[config.mk]
export PLATFORM = sky130hd
export DESIGN_NAME = gregorian_jdn_longcount_converter
export DESIGN_NICKNAME = d
export VERILOG_FILES = /design/src/rtl/core/gjl_pkg.sv /design/src/rtl/core/gjl_front.sv /design/src/rtl/core/gjl_greg.sv /design/src/rtl/core/gjl_lcount.sv /design/src/rtl/core/gregorian_jdn_longcount_converter.sv
export SDC_FILE = /design/constraint.sdc
export NUM_CORES = 2
export LEC_CHECK = 0
export ABC_AREA = 1
export BUFFER_PORTS_ARGS = -buffer_cell sky130_fd_sc_hd__buf_2
export CAP_MARGIN = 20
export CORE_ASPECT_RATIO = 1.75
export CORE_MARGIN = 2
export CORE_UTILIZATION = 60
export DETAILED_ROUTE_END_ITERATION = 10
export GPL_ROUTABILITY_DRIVEN = 0
export PLACE_DENSITY = 0.91
export SLEW_MARGIN = 20
export SYNTH_ARGS = -nofsm -noshare
export SYNTH_HDL_FRONTEND = slang
export SYNTH_HIERARCHICAL = 1
export SYNTH_SLANG_ARGS = --single-unit
[constraint.sdc]
create_clock -name clk_i -period 7.4 [get_ports clk_i]
set_input_delay 1.48 -clock clk_i [delete_from_list [all_inputs] [get_ports clk_i]]
set_output_delay 1.48 -clock clk_i [all_outputs]
set_load 0.01 [all_outputs]
[src/rtl/core/gjl_pkg.sv]
package gjl_pkg;

  // Datapath widths
  localparam int unsigned JdnW  = 23;
  localparam int unsigned CorrW = 20;

  // Correlation constant loaded at reset
  localparam logic [CorrW-1:0] CorrReset = 20'd584285;

  // Register stages from the front output to the date and long-count results
  localparam int unsigned PipeDepth = 7;

  // Input date forms
  typedef enum logic [1:0] {
    KindGreg = 2'd0,
    KindJdn  = 2'd1,
    KindLong = 2'd2
  } kind_e;

  // Day number word from the front end
  typedef struct packed {
    logic            vld;
    logic            ok;
    logic [JdnW-1:0] z;
  } jdn_word_t;

  // Gregorian result word
  typedef struct packed {
    logic            vld;
    logic            ok;
    logic [JdnW-1:0] z;
    logic [4:0]      day;
    logic [3:0]      month;
    logic [13:0]     year;
  } greg_word_t;

  // Long count digits
  typedef struct packed {
    logic [5:0] baktun;
    logic [4:0] katun;
    logic [4:0] tun;
    logic [4:0] uinal;
    logic [4:0] kin;
  } lc_dig_t;

  typedef struct packed {
    logic    vld;
    lc_dig_t dig;
  } lc_word_t;

  // Days before the start of a shifted month: floor(30.6001 * idx)
  function automatic logic [8:0] month_base(input logic [3:0] idx);
    logic [8:0] r;
    case (idx)
      4'd0:    r = 9'd0;
      4'd1:    r = 9'd30;
      4'd2:    r = 9'd61;
      4'd3:    r = 9'd91;
      4'd4:    r = 9'd122;
      4'd5:    r = 9'd153;
      4'd6:    r = 9'd183;
      4'd7:    r = 9'd214;
      4'd8:    r = 9'd244;
      4'd9:    r = 9'd275;
      4'd10:   r = 9'd306;
      4'd11:   r = 9'd336;
      4'd12:   r = 9'd367;
      4'd13:   r = 9'd397;
      4'd14:   r = 9'd428;
      4'd15:   r = 9'd459;
      default: r = 9'd0;
    endcase
    return r;
  endfunction

endpackage

[src/rtl/core/gjl_front.sv]
module gjl_front import gjl_pkg::*; (
  input  logic             clk_i,
  input  logic             rst_ni,
  input  logic             in_vld_i,
  input  logic [1:0]       kind_i,
  input  logic [4:0]       in_day_i,
  input  logic [3:0]       in_month_i,
  input  logic [13:0]      in_year_i,
  input  logic [JdnW-1:0]  in_day_number_i,
  input  logic [4:0]       in_baktun_i,
  input  logic [4:0]       in_katun_i,
  input  logic [4:0]       in_tun_i,
  input  logic [4:0]       in_uinal_i,
  input  logic [4:0]       in_kin_i,
  input  logic [CorrW-1:0] corr_i,
  output jdn_word_t        jdn_o,
  output logic             active_o
);

  // Month length with the leap day
  function automatic logic [4:0] month_len(input logic [3:0] mon, input logic leap);
    logic [4:0] r;
    case (mon)
      4'd2:    r = leap ? 5'd29 : 5'd28;
      4'd4,
      4'd6,
      4'd9,
      4'd11:   r = 5'd30;
      default: r = 5'd31;
    endcase
    return r;
  endfunction

  // ---------------- stage 1: products and digit checks ----------------
  logic               early;
  logic signed [14:0] yp;
  logic signed [25:0] yp_w;
  logic [26:0]        cent_prod;
  logic [26:0]        yc_prod;
  logic [3:0]         jm;

  logic               s1_vld_q;
  logic [1:0]         kind_q;
  logic [4:0]         day_q;
  logic [3:0]         month_q;
  logic [13:0]        year_q;
  logic [7:0]         yc_d, yc_q;
  logic signed [25:0] p_d, p_q;
  logic signed [8:0]  cent_d, cent_q;
  logic [8:0]         mo_d, mo_q;
  logic [JdnW-1:0]    lcnum_d, lcnum_q;
  logic               lcok_d, lcok_q;
  logic [JdnW-1:0]    dn_q;

  // January and February count as months 13 and 14 of the year before
  assign early     = (in_month_i == 4'd1) || (in_month_i == 4'd2);
  assign yp        = signed'({1'b0, in_year_i}) - (early ? 15'sd1 : 15'sd0);
  assign yp_w      = 26'(yp);
  assign p_d       = yp_w * 26'sd1461;
  // Divide by 100 with a reciprocal, exact below 43690
  assign cent_prod = 27'(yp[13:0]) * 27'd5243;
  assign cent_d    = yp[14] ? -9'sd1 : signed'({1'b0, cent_prod[26:19]});
  assign yc_prod   = 27'(in_year_i) * 27'd5243;
  assign yc_d      = yc_prod[26:19];
  assign jm        = early ? in_month_i + 4'd13 : in_month_i + 4'd1;
  assign mo_d      = month_base(jm);

  // Long count day offset and digit ranges
  assign lcnum_d = 23'(in_baktun_i) * 23'd144000 + 23'(in_katun_i) * 23'd7200
                 + 23'(in_tun_i) * 23'd360 + 23'(in_uinal_i) * 23'd20 + 23'(in_kin_i);
  assign lcok_d  = (in_baktun_i inside {[5'd1:5'd19]}) && (in_katun_i inside {[5'd1:5'd19]})
                && (in_tun_i inside {[5'd1:5'd19]}) && (in_uinal_i inside {[5'd1:5'd17]})
                && (in_kin_i inside {[5'd1:5'd19]});

  always_ff @(posedge clk_i or negedge rst_ni) begin
    if (!rst_ni) begin
      s1_vld_q <= 1'b0;
    end else begin
      s1_vld_q <= in_vld_i;
    end
  end

  always_ff @(posedge clk_i) begin
    kind_q  <= kind_i;
    day_q   <= in_day_i;
    month_q <= in_month_i;
    year_q  <= in_year_i;
    yc_q    <= yc_d;
    p_q     <= p_d;
    cent_q  <= cent_d;
    mo_q    <= mo_d;
    lcnum_q <= lcnum_d;
    lcok_q  <= lcok_d;
    dn_q    <= in_day_number_i;
  end

  // ---------------- stage 2: checks and day number ----------------
  logic               leap;
  logic [4:0]         mlen;
  logic               greg_ok;
  logic signed [26:0] zg;
  logic [JdnW:0]      zl;
  logic               ok_d, ok_q;
  logic [JdnW-1:0]    z_d, z_q;
  logic               s2_vld_q;

  assign leap    = (year_q[1:0] == 2'b00)
                && ((14'(14'(yc_q) * 14'd100) != year_q) || (yc_q[1:0] == 2'b00));
  assign mlen    = month_len(month_q, leap);
  assign greg_ok = (month_q inside {[4'd1:4'd12]}) && (day_q != 5'd0) && (day_q <= mlen);
  assign zg      = 27'(p_q >>> 2) + 27'(signed'({1'b0, mo_q})) + 27'(signed'({1'b0, day_q}))
                 + 27'sd1720997 - 27'(cent_q) + 27'(cent_q >>> 2);
  assign zl      = 24'(lcnum_q) + 24'(corr_i);

  // Select the day number of the input form
  always_comb begin
    case (kind_q)
      KindGreg: begin
        ok_d = greg_ok;
        z_d  = zg[JdnW-1:0];
      end
      KindJdn: begin
        ok_d = (dn_q >= 23'(corr_i));
        z_d  = dn_q;
      end
      KindLong: begin
        ok_d = lcok_q;
        z_d  = zl[JdnW-1:0];
      end
      default: begin
        ok_d = 1'b0;
        z_d  = '0;
      end
    endcase
  end

  always_ff @(posedge clk_i or negedge rst_ni) begin
    if (!rst_ni) begin
      s2_vld_q <= 1'b0;
    end else begin
      s2_vld_q <= s1_vld_q;
    end
  end

  always_ff @(posedge clk_i) begin
    ok_q <= ok_d;
    z_q  <= z_d;
  end

  assign jdn_o    = '{vld: s2_vld_q, ok: ok_q, z: z_q};
  assign active_o = s1_vld_q | s2_vld_q;

endmodule

[src/rtl/core/gjl_greg.sv]
module gjl_greg import gjl_pkg::*; (
  input  logic       clk_i,
  input  logic       rst_ni,
  input  jdn_word_t  jdn_i,
  output greg_word_t greg_o,
  output logic       active_o
);

  localparam int unsigned StgN = PipeDepth;

  // Valid, check flag and day number travel with every stage
  logic [StgN-1:0] vld_q;
  logic [StgN-1:0] ok_q;
  logic [JdnW-1:0] z_q [StgN];

  always_ff @(posedge clk_i or negedge rst_ni) begin
    if (!rst_ni) begin
      vld_q <= '0;
    end else begin
      vld_q <= {vld_q[StgN-2:0], jdn_i.vld};
    end
  end

  always_ff @(posedge clk_i) begin
    ok_q   <= {ok_q[StgN-2:0], jdn_i.ok};
    z_q[0] <= jdn_i.z;
    for (int i = 1; i < StgN; i++) begin
      z_q[i] <= z_q[i-1];
    end
  end

  // Stage 0: estimate the century count from 4z + offset over 146097
  logic [25:0] n1_in;
  logic [34:0] p1;
  logic [7:0]  q1e_d, q1e_q;

  assign n1_in = 26'({jdn_i.z, 2'b00}) + 26'd128179;
  assign p1    = 35'(n1_in) * 35'd459;
  assign q1e_d = p1[33:26];

  // Stage 1: correct the estimate by one
  logic [25:0] n1_s1;
  logic [25:0] r1;
  logic [7:0]  q1_d, q1_q;

  assign n1_s1 = 26'({z_q[0], 2'b00}) + 26'd128179;
  assign r1    = n1_s1 - 26'(26'(q1e_q) * 26'd146097);
  assign q1_d  = q1e_q + 8'(r1 >= 26'd146097);

  // Stage 2: shifted day count and the numerator of the year divide
  logic [7:0]  qa;
  logic [23:0] s;
  logic [23:0] b2_d, b2_q;
  logic [29:0] n2_d, n2_q;

  assign qa   = q1_q - (q1_q >> 2);
  assign s    = 24'(z_q[1]) + 24'(qa);
  assign b2_d = s + 24'd1486;
  assign n2_d = 30'(s) * 30'd100 + 30'd136390;

  // Stage 3: estimate the year count over 36525
  logic [44:0] p2;
  logic [14:0] ce_d, ce_q;
  logic [23:0] b3_q;
  logic [29:0] n2b_q;

  assign p2   = 45'(n2_q) * 45'd29397;
  assign ce_d = p2[44:30];

  // Stage 4: correct the year count
  logic [29:0] r2;
  logic [14:0] c4_d, c4_q;
  logic [23:0] b4_q;

  assign r2   = n2b_q - 30'(30'(ce_q) * 30'd36525);
  assign c4_d = ce_q + 15'(r2 >= 30'd36525);

  // Stage 5: day within the shifted year
  logic [25:0] ddp;
  logic [23:0] dd;
  logic [8:0]  x_d, x_q;
  logic [14:0] c5_q;

  assign ddp = 26'(c4_q) * 26'd1461;
  assign dd  = ddp[25:2];
  assign x_d = 9'(b4_q - dd);

  // Stage 6: month by threshold count, then day and year
  logic [3:0]  e;
  logic [4:0]  day_d, day_q;
  logic [3:0]  month_d, month_q;
  logic [13:0] year_d, year_q;

  always_comb begin
    e = 4'd4;
    for (int k = 5; k < 16; k++) begin
      if (x_q > month_base(4'(k))) begin
        e = e + 4'd1;
      end
    end
    day_d   = 5'(x_q - month_base(e));
    month_d = (e > 4'd13) ? e - 4'd13 : e - 4'd1;
    year_d  = (e > 4'd13) ? 14'(c5_q - 15'd4715) : 14'(c5_q - 15'd4716);
  end

  always_ff @(posedge clk_i) begin
    q1e_q   <= q1e_d;
    q1_q    <= q1_d;
    b2_q    <= b2_d;
    n2_q    <= n2_d;
    ce_q    <= ce_d;
    b3_q    <= b2_q;
    n2b_q   <= n2_q;
    c4_q    <= c4_d;
    b4_q    <= b3_q;
    x_q     <= x_d;
    c5_q    <= c4_q;
    day_q   <= day_d;
    month_q <= month_d;
    year_q  <= year_d;
  end

  assign greg_o = '{vld: vld_q[StgN-1], ok: ok_q[StgN-1], z: z_q[StgN-1],
                    day: day_q, month: month_q, year: year_q};
  assign active_o = |vld_q;

endmodule

[src/rtl/core/gjl_lcount.sv]
module gjl_lcount import gjl_pkg::*; (
  input  logic             clk_i,
  input  logic             rst_ni,
  input  jdn_word_t        jdn_i,
  input  logic [CorrW-1:0] corr_i,
  output lc_word_t         lc_o
);

  // Stages after the digit stage that keep step with the Gregorian chain
  localparam int unsigned AlignN = PipeDepth - 4;

  logic [2:0]      vld_q;
  logic [AlignN:0] dvld_q;

  always_ff @(posedge clk_i or negedge rst_ni) begin
    if (!rst_ni) begin
      vld_q  <= '0;
      dvld_q <= '0;
    end else begin
      vld_q  <= {vld_q[1:0], jdn_i.vld};
      dvld_q <= {dvld_q[AlignN-1:0], vld_q[2]};
    end
  end

  // Stage 0: days since long count zero
  logic [JdnW-1:0] lc_d, lc_q, lc1_q;

  assign lc_d = jdn_i.z - 23'(corr_i);

  // Stage 1: quotient estimates over 20, 360, 7200 and 144000 with the
  // power-of-two part taken off first
  logic [20:0] u1;
  logic [19:0] v1;
  logic [17:0] w1;
  logic [15:0] t1;
  logic [39:0] pu;
  logic [34:0] pv;
  logic [28:0] pw;
  logic [21:0] pt;
  logic [18:0] e20_d, e20_q;
  logic [14:0] e360_d, e360_q;
  logic [10:0] e7k_d, e7k_q;
  logic [5:0]  e144_d, e144_q;

  assign u1     = lc_q[22:2];
  assign v1     = lc_q[22:3];
  assign w1     = lc_q[22:5];
  assign t1     = lc_q[22:7];
  assign pu     = 40'(u1) * 40'd419430;
  assign pv     = 35'(v1) * 35'd23301;
  assign pw     = 29'(w1) * 29'd1165;
  assign pt     = 22'(t1) * 22'd58;
  assign e20_d  = pu[39:21];
  assign e360_d = pv[34:20];
  assign e7k_d  = pw[28:18];
  assign e144_d = pt[21:16];

  // Stage 2: correct each estimate by one
  logic [20:0] u2, r20;
  logic [19:0] v2, r360;
  logic [17:0] w2, r7k;
  logic [15:0] t2, r144;
  logic [18:0] q20_d, q20_q;
  logic [14:0] q360_d, q360_q;
  logic [10:0] q7k_d, q7k_q;
  logic [5:0]  q144_d, q144_q;
  logic [4:0]  lc5_q;

  assign u2     = lc1_q[22:2];
  assign v2     = lc1_q[22:3];
  assign w2     = lc1_q[22:5];
  assign t2     = lc1_q[22:7];
  assign r20    = u2 - 21'(21'(e20_q) * 21'd5);
  assign r360   = v2 - 20'(20'(e360_q) * 20'd45);
  assign r7k    = w2 - 18'(18'(e7k_q) * 18'd225);
  assign r144   = t2 - 16'(16'(e144_q) * 16'd1125);
  assign q20_d  = e20_q + 19'(r20 >= 21'd5);
  assign q360_d = e360_q + 15'(r360 >= 20'd45);
  assign q7k_d  = e7k_q + 11'(r7k >= 18'd225);
  assign q144_d = e144_q + 6'(r144 >= 16'd1125);

  // Stage 3: each digit is its quotient less the next coarser one scaled
  lc_dig_t dig_d;
  lc_dig_t dig_q [AlignN+1];

  assign dig_d.baktun = q144_q;
  assign dig_d.katun  = 5'(q7k_q - 11'(11'(q144_q) * 11'd20));
  assign dig_d.tun    = 5'(q360_q - 15'(15'(q7k_q) * 15'd20));
  assign dig_d.uinal  = 5'(q20_q - 19'(19'(q360_q) * 19'd18));
  assign dig_d.kin    = lc5_q - 5'(q20_q * 19'd20);

  always_ff @(posedge clk_i) begin
    lc_q     <= lc_d;
    lc1_q    <= lc_q;
    e20_q    <= e20_d;
    e360_q   <= e360_d;
    e7k_q    <= e7k_d;
    e144_q   <= e144_d;
    q20_q    <= q20_d;
    q360_q   <= q360_d;
    q7k_q    <= q7k_d;
    q144_q   <= q144_d;
    lc5_q    <= lc1_q[4:0];
    dig_q[0] <= dig_d;
    for (int i = 1; i <= AlignN; i++) begin
      dig_q[i] <= dig_q[i-1];
    end
  end

  assign lc_o = '{vld: dvld_q[AlignN], dig: dig_q[AlignN]};

endmodule

[src/rtl/core/gregorian_jdn_longcount_converter.sv]
// done_o strobes a result word once the date word has passed through the path given below.
// Throughput: one date word per cycle while busy is low; busy is high only while a config write is offered.
// The path is the 2-stage front decode, the 7-stage day-number-to-date chain and the output register.
// A config write completes only when no date word is in flight.
// Reset clears every stage valid bit and loads the correlation register with 584285.
module gregorian_jdn_longcount_converter import gjl_pkg::*; (
  input  logic             clk_i,
  input  logic             rst_ni,
  input  logic             start,
  output logic             busy,
  input  logic [1:0]       kind_i,
  input  logic [4:0]       in_day_i,
  input  logic [3:0]       in_month_i,
  input  logic [13:0]      in_year_i,
  input  logic [22:0]      in_day_number_i,
  input  logic [4:0]       in_baktun_i,
  input  logic [4:0]       in_katun_i,
  input  logic [4:0]       in_tun_i,
  input  logic [4:0]       in_uinal_i,
  input  logic [4:0]       in_kin_i,
  input  logic             cfg_valid_i,
  output logic             cfg_ready_o,
  input  logic [CorrW-1:0] cfg_data_i,
  output logic             done_o,
  output logic             valid_res_o,
  output logic [22:0]      day_number_o,
  output logic [4:0]       out_day_o,
  output logic [3:0]       out_month_o,
  output logic [13:0]      out_year_o,
  output logic [5:0]       out_baktun_o,
  output logic [4:0]       out_katun_o,
  output logic [4:0]       out_tun_o,
  output logic [4:0]       out_uinal_o,
  output logic [4:0]       out_kin_o
);

  logic             in_acc;
  logic             front_act;
  logic             greg_act;
  logic [CorrW-1:0] corr_q;
  jdn_word_t        jdn_w;
  greg_word_t       greg_w;
  lc_word_t         lc_w;

  // Give a pending config write priority over new date words
  assign busy        = cfg_valid_i;
  assign in_acc      = start && !busy;
  assign cfg_ready_o = !(front_act || greg_act || done_o);

  // Correlation register
  always_ff @(posedge clk_i or negedge rst_ni) begin
    if (!rst_ni) begin
      corr_q <= CorrReset;
    end else if (cfg_valid_i && cfg_ready_o) begin
      corr_q <= cfg_data_i;
    end
  end

  gjl_front u_front (
    .clk_i           (clk_i),
    .rst_ni          (rst_ni),
    .in_vld_i        (in_acc),
    .kind_i          (kind_i),
    .in_day_i        (in_day_i),
    .in_month_i      (in_month_i),
    .in_year_i       (in_year_i),
    .in_day_number_i (in_day_number_i),
    .in_baktun_i     (in_baktun_i),
    .in_katun_i      (in_katun_i),
    .in_tun_i        (in_tun_i),
    .in_uinal_i      (in_uinal_i),
    .in_kin_i        (in_kin_i),
    .corr_i          (corr_q),
    .jdn_o           (jdn_w),
    .active_o        (front_act)
  );

  gjl_greg u_greg (
    .clk_i    (clk_i),
    .rst_ni   (rst_ni),
    .jdn_i    (jdn_w),
    .greg_o   (greg_w),
    .active_o (greg_act)
  );

  gjl_lcount u_lcount (
    .clk_i  (clk_i),
    .rst_ni (rst_ni),
    .jdn_i  (jdn_w),
    .corr_i (corr_q),
    .lc_o   (lc_w)
  );

  // Output register: zero every field of a rejected date
  logic done_q;
  logic ok_q;
  logic [22:0] z_q;
  logic [4:0]  day_q;
  logic [3:0]  month_q;
  logic [13:0] year_q;
  lc_dig_t     dig_q;

  always_ff @(posedge clk_i or negedge rst_ni) begin
    if (!rst_ni) begin
      done_q <= 1'b0;
    end else begin
      done_q <= greg_w.vld;
    end
  end

  always_ff @(posedge clk_i) begin
    ok_q    <= greg_w.ok;
    z_q     <= greg_w.ok ? greg_w.z : '0;
    day_q   <= greg_w.ok ? greg_w.day : '0;
    month_q <= greg_w.ok ? greg_w.month : '0;
    year_q  <= greg_w.ok ? greg_w.year : '0;
    dig_q   <= greg_w.ok ? lc_w.dig : '0;
  end

  assign done_o       = done_q;
  assign valid_res_o  = ok_q;
  assign day_number_o = z_q;
  assign out_day_o    = day_q;
  assign out_month_o  = month_q;
  assign out_year_o   = year_q;
  assign out_baktun_o = dig_q.baktun;
  assign out_katun_o  = dig_q.katun;
  assign out_tun_o    = dig_q.tun;
  assign out_uinal_o  = dig_q.uinal;
  assign out_kin_o    = dig_q.kin;

  // Both result chains must stay in lock step
  a_lane_sync: assert property (@(posedge clk_i) disable iff (!rst_ni)
    greg_w.vld == lc_w.vld)
    else $error("date and long count chains out of step");

  // A rejected date leaves every field at zero; this checks the day number, month, day, baktun and kin
  a_reject_zero: assert property (@(posedge clk_i) disable iff (!rst_ni)
    done_o && !valid_res_o |-> day_number_o == '0 && out_month_o == '0 &&
      out_day_o == '0 && out_baktun_o == '0 && out_kin_o == '0)
    else $error("rejected date word carries nonzero fields");

  // A valid date comes out with a real month and day
  a_valid_date: assert property (@(posedge clk_i) disable iff (!rst_ni)
    done_o && valid_res_o |-> out_month_o >= 4'd1 && out_month_o <= 4'd12 &&
      out_day_o >= 5'd1)
    else $error("month or day out of range");

  // Quotient corrections keep the katun, tun, uinal and kin digits in range
  a_lc_digits: assert property (@(posedge clk_i) disable iff (!rst_ni)
    done_o && valid_res_o |-> out_katun_o <= 5'd19 && out_tun_o <= 5'd19 &&
      out_uinal_o <= 5'd17 && out_kin_o <= 5'd19)
    else $error("long count digit out of range");

endmodule

==> reports/results.tsv <==
stage	metric	value	unit
floorplan	IO Pins	173	
layout	share of cells above drive strength 1	6.75	%
setup_path	Worst Path Arrival	8.17	ns
routing	via count	80100	
floorplan	die width	302	um
timing	Clock Skew	0.0632	ns
timing	RSZ-0062 raised after global routing	yes	
synthesis	Yosys warning count	6	
layout	area delta synth->final	8.55	%
setup_path	crit path launch type	flop	
global_routing	initial antenna violation count	21	
timing	Final Critical Period	7.53	ns
layout	Design Area, Final	0.101	mm2
clocking	worst skew pair latency	0.81	ns
floorplan	Initial Utilization	60.4	%
setup_path	WS Path Type	reg -> reg	
timing	fin. max-slew vios	0	
clocking	clock slew at reported path FFs	0.07	ns
routing	Residual DRC	0	
timing	part of the cycle the worst path needs	102	%
clocking	clk root buf	clkbuf_16	
setup_path	Critical Path Max Stage Delay	0.62	ns
status	status	complete, but fails checks	
floorplan	core area	0.155	mm2
floorplan	row cnt	191	
setup_path	Crit-path slowest cell	fa_1	
layout	most frequent cells in the layout	inv_1 (2446), ha_1 (1844), nand2_1 (1432)	
timing	Max Freq	0.133	GHz
layout	layout filler cell count	10500	
global_routing	vias in the first global route	87400	
setup_path	CP endpoint kind	flop	
global_routing	gr usage total	35.9	%
synthesis	Cells after Synth	10600	
routing	DR pass1 iterations	11	
routing	final wirelength	288000	um
setup_path	Crit Path Max Fanout	7	
clocking	CTS Buffer Depth	3	
routing	WL/cell	21.9	um
clocking	clk sinks	817	
synthesis	syn_nets	13700	
timing	relative slew slack	15.9	%
layout	most common cell after layout, fill and taps aside	inv_1	
floorplan	Total Die Area	0.159	mm2
min_path	hold crit path type	reg -> reg	
timing	Worst Tran Pin Value	1.26	ns
setup_path	Worst Path Required	8.04	ns
routing	Post-DRT Antenna Nets	0	
placed_design	Port Buffers	172	
global_routing	pin count of the biggest net entering global routing	74	
layout	final net count	14100	
clocking	H-tree Lvls	3	
clocking	total CTS buffers	79	
placed_design	Detail Placement HPWL	216000	um
setup_path	CP Buf/Inv Count	6	
clocking	# hold bufs at CTS	0	
timing	final setup margin	-0.130	ns
synthesis	Synth Area per Inst	8.77	um2
clocking	TritonCTS clock tree	built	
routing	Via density	6.10	
status	failing checks	negative setup slack	
synthesis	synthesized cell area	0.0934	mm2
timing	final setup violation count	3	
global_routing	total grt overflow	0	
layout	multi-input logic area	0.0679	mm2
flow_run	Max-Cap Viols	0	
setup_path	critical path's top delay family	adder cells	
floorplan	Die Ht	526	um
layout	FF+latch area	0.0166	mm2
placed_design	Cell Area, Placed	0.0974	mm2
global_routing	first-pass GRT wire length	444000	um
timing	Hold Fails Final Rpt	0	
routing	drt initial violations	7422	
==> what timing repair did <==
| action | 4_1_cts | 5_1_grt |
|---|---|---|
| setup endpoints to repair | 9 | 33 |
| buffers inserted | 41 | 17 |
| resized for setup | 41 | 147 |
| pin swaps | 18 | 41 |
==> worst paths after layout <==
path	slack [ns]	depth (start not counted)	start	end
min reg2reg	0.28	0	u_greg/z_q[4][17]$_DFF_P_	u_greg/z_q[5][17]$_DFF_P_
max reg2reg	-0.13	44	u_greg/x_q[1]$_DFF_P_	u_greg/day_q[3]$_DFF_P_
max in group asynchronous	6.28	1	rst_ni	corr_q[18]$_DFFE_PN0P_
min	0.28	0	u_greg/z_q[4][17]$_DFF_P_	u_greg/z_q[5][17]$_DFF_P_
max	-0.13	44	u_greg/x_q[1]$_DFF_P_	u_greg/day_q[3]$_DFF_P_
min in group asynchronous	0.70	1	rst_ni	u_front/s1_vld_q$_DFF_PN0_
==> registers in the layout, summed over array words and instances, names as in the netlist, 15 cells and up <==
| signal | cells |
|---|---|
| u_greg/n2b_q | 28 |
| u_lcount/e20_q | 19 |
| u_greg/z_q | 161 |
| u_lcount/e360_q | 15 |
| day_number_o | 23 |
| u_lcount/dig_q | 104 |
| u_front/lcnum_q | 23 |
| u_front/p_q | 23 |
| u_lcount/lc_q | 23 |
| corr_q | 20 |
| u_greg/ce_q | 15 |
| u_lcount/lc1_q | 23 |
| u_front/z_q | 23 |
| u_front/dn_q | 23 |
| u_greg/n2_q | 28 |
==> area by class of cell <==
cell class | count | area share (%)
Multi-Input combinational cell | 7317 | 67.0
Sequential cell | 817 | 16.3
Inverter | 2471 | 9.15
Tap cell | 2026 | 2.50
Timing Repair Buffer | 346 | 2.18
Clock buffer | 92 | 2.12
Clock inverter | 56 | 0.648
Antenna cell | 15 | 0.0370
==> metrics by stage <==
stage	worst slack, ns	hold WS (ns)	util [%]	std cells	TNS, ns
floorplan	0.0123	0.310	-	10600	0
global placement	-0.240	0.311	63.0	12900	-0.240
detailed placement	-0.453	0.312	63.0	12900	-3.95
CTS	-0.0237	0.291	65.1	13100	-0.0237
global route	-0.691	0.288	65.5	13100	-2.87
finish	-0.130	0.276	65.5	13100	-0.260
==> worst register-to-register path, delay by kind of cell, from the launching register on <==
kind	cells	cell delay [ns]
simple gates	25	2.97
compound gates	1	0.15
buf+inv	6	0.65
xor+xnor	1	0.16
fa+ha+maj	11	3.14
flops	1	0.36
==> routing by layer <==
metal,routed length [um],GRT usage (%)
met3,28800,12.0
met2,138000,60.6
met5,154,0.247
met1,84300,32.1
met4,36600,37.4
Power is not shown: default switching activity piles up to over one toggle a cycle in this logic, so the estimate is an artifact.
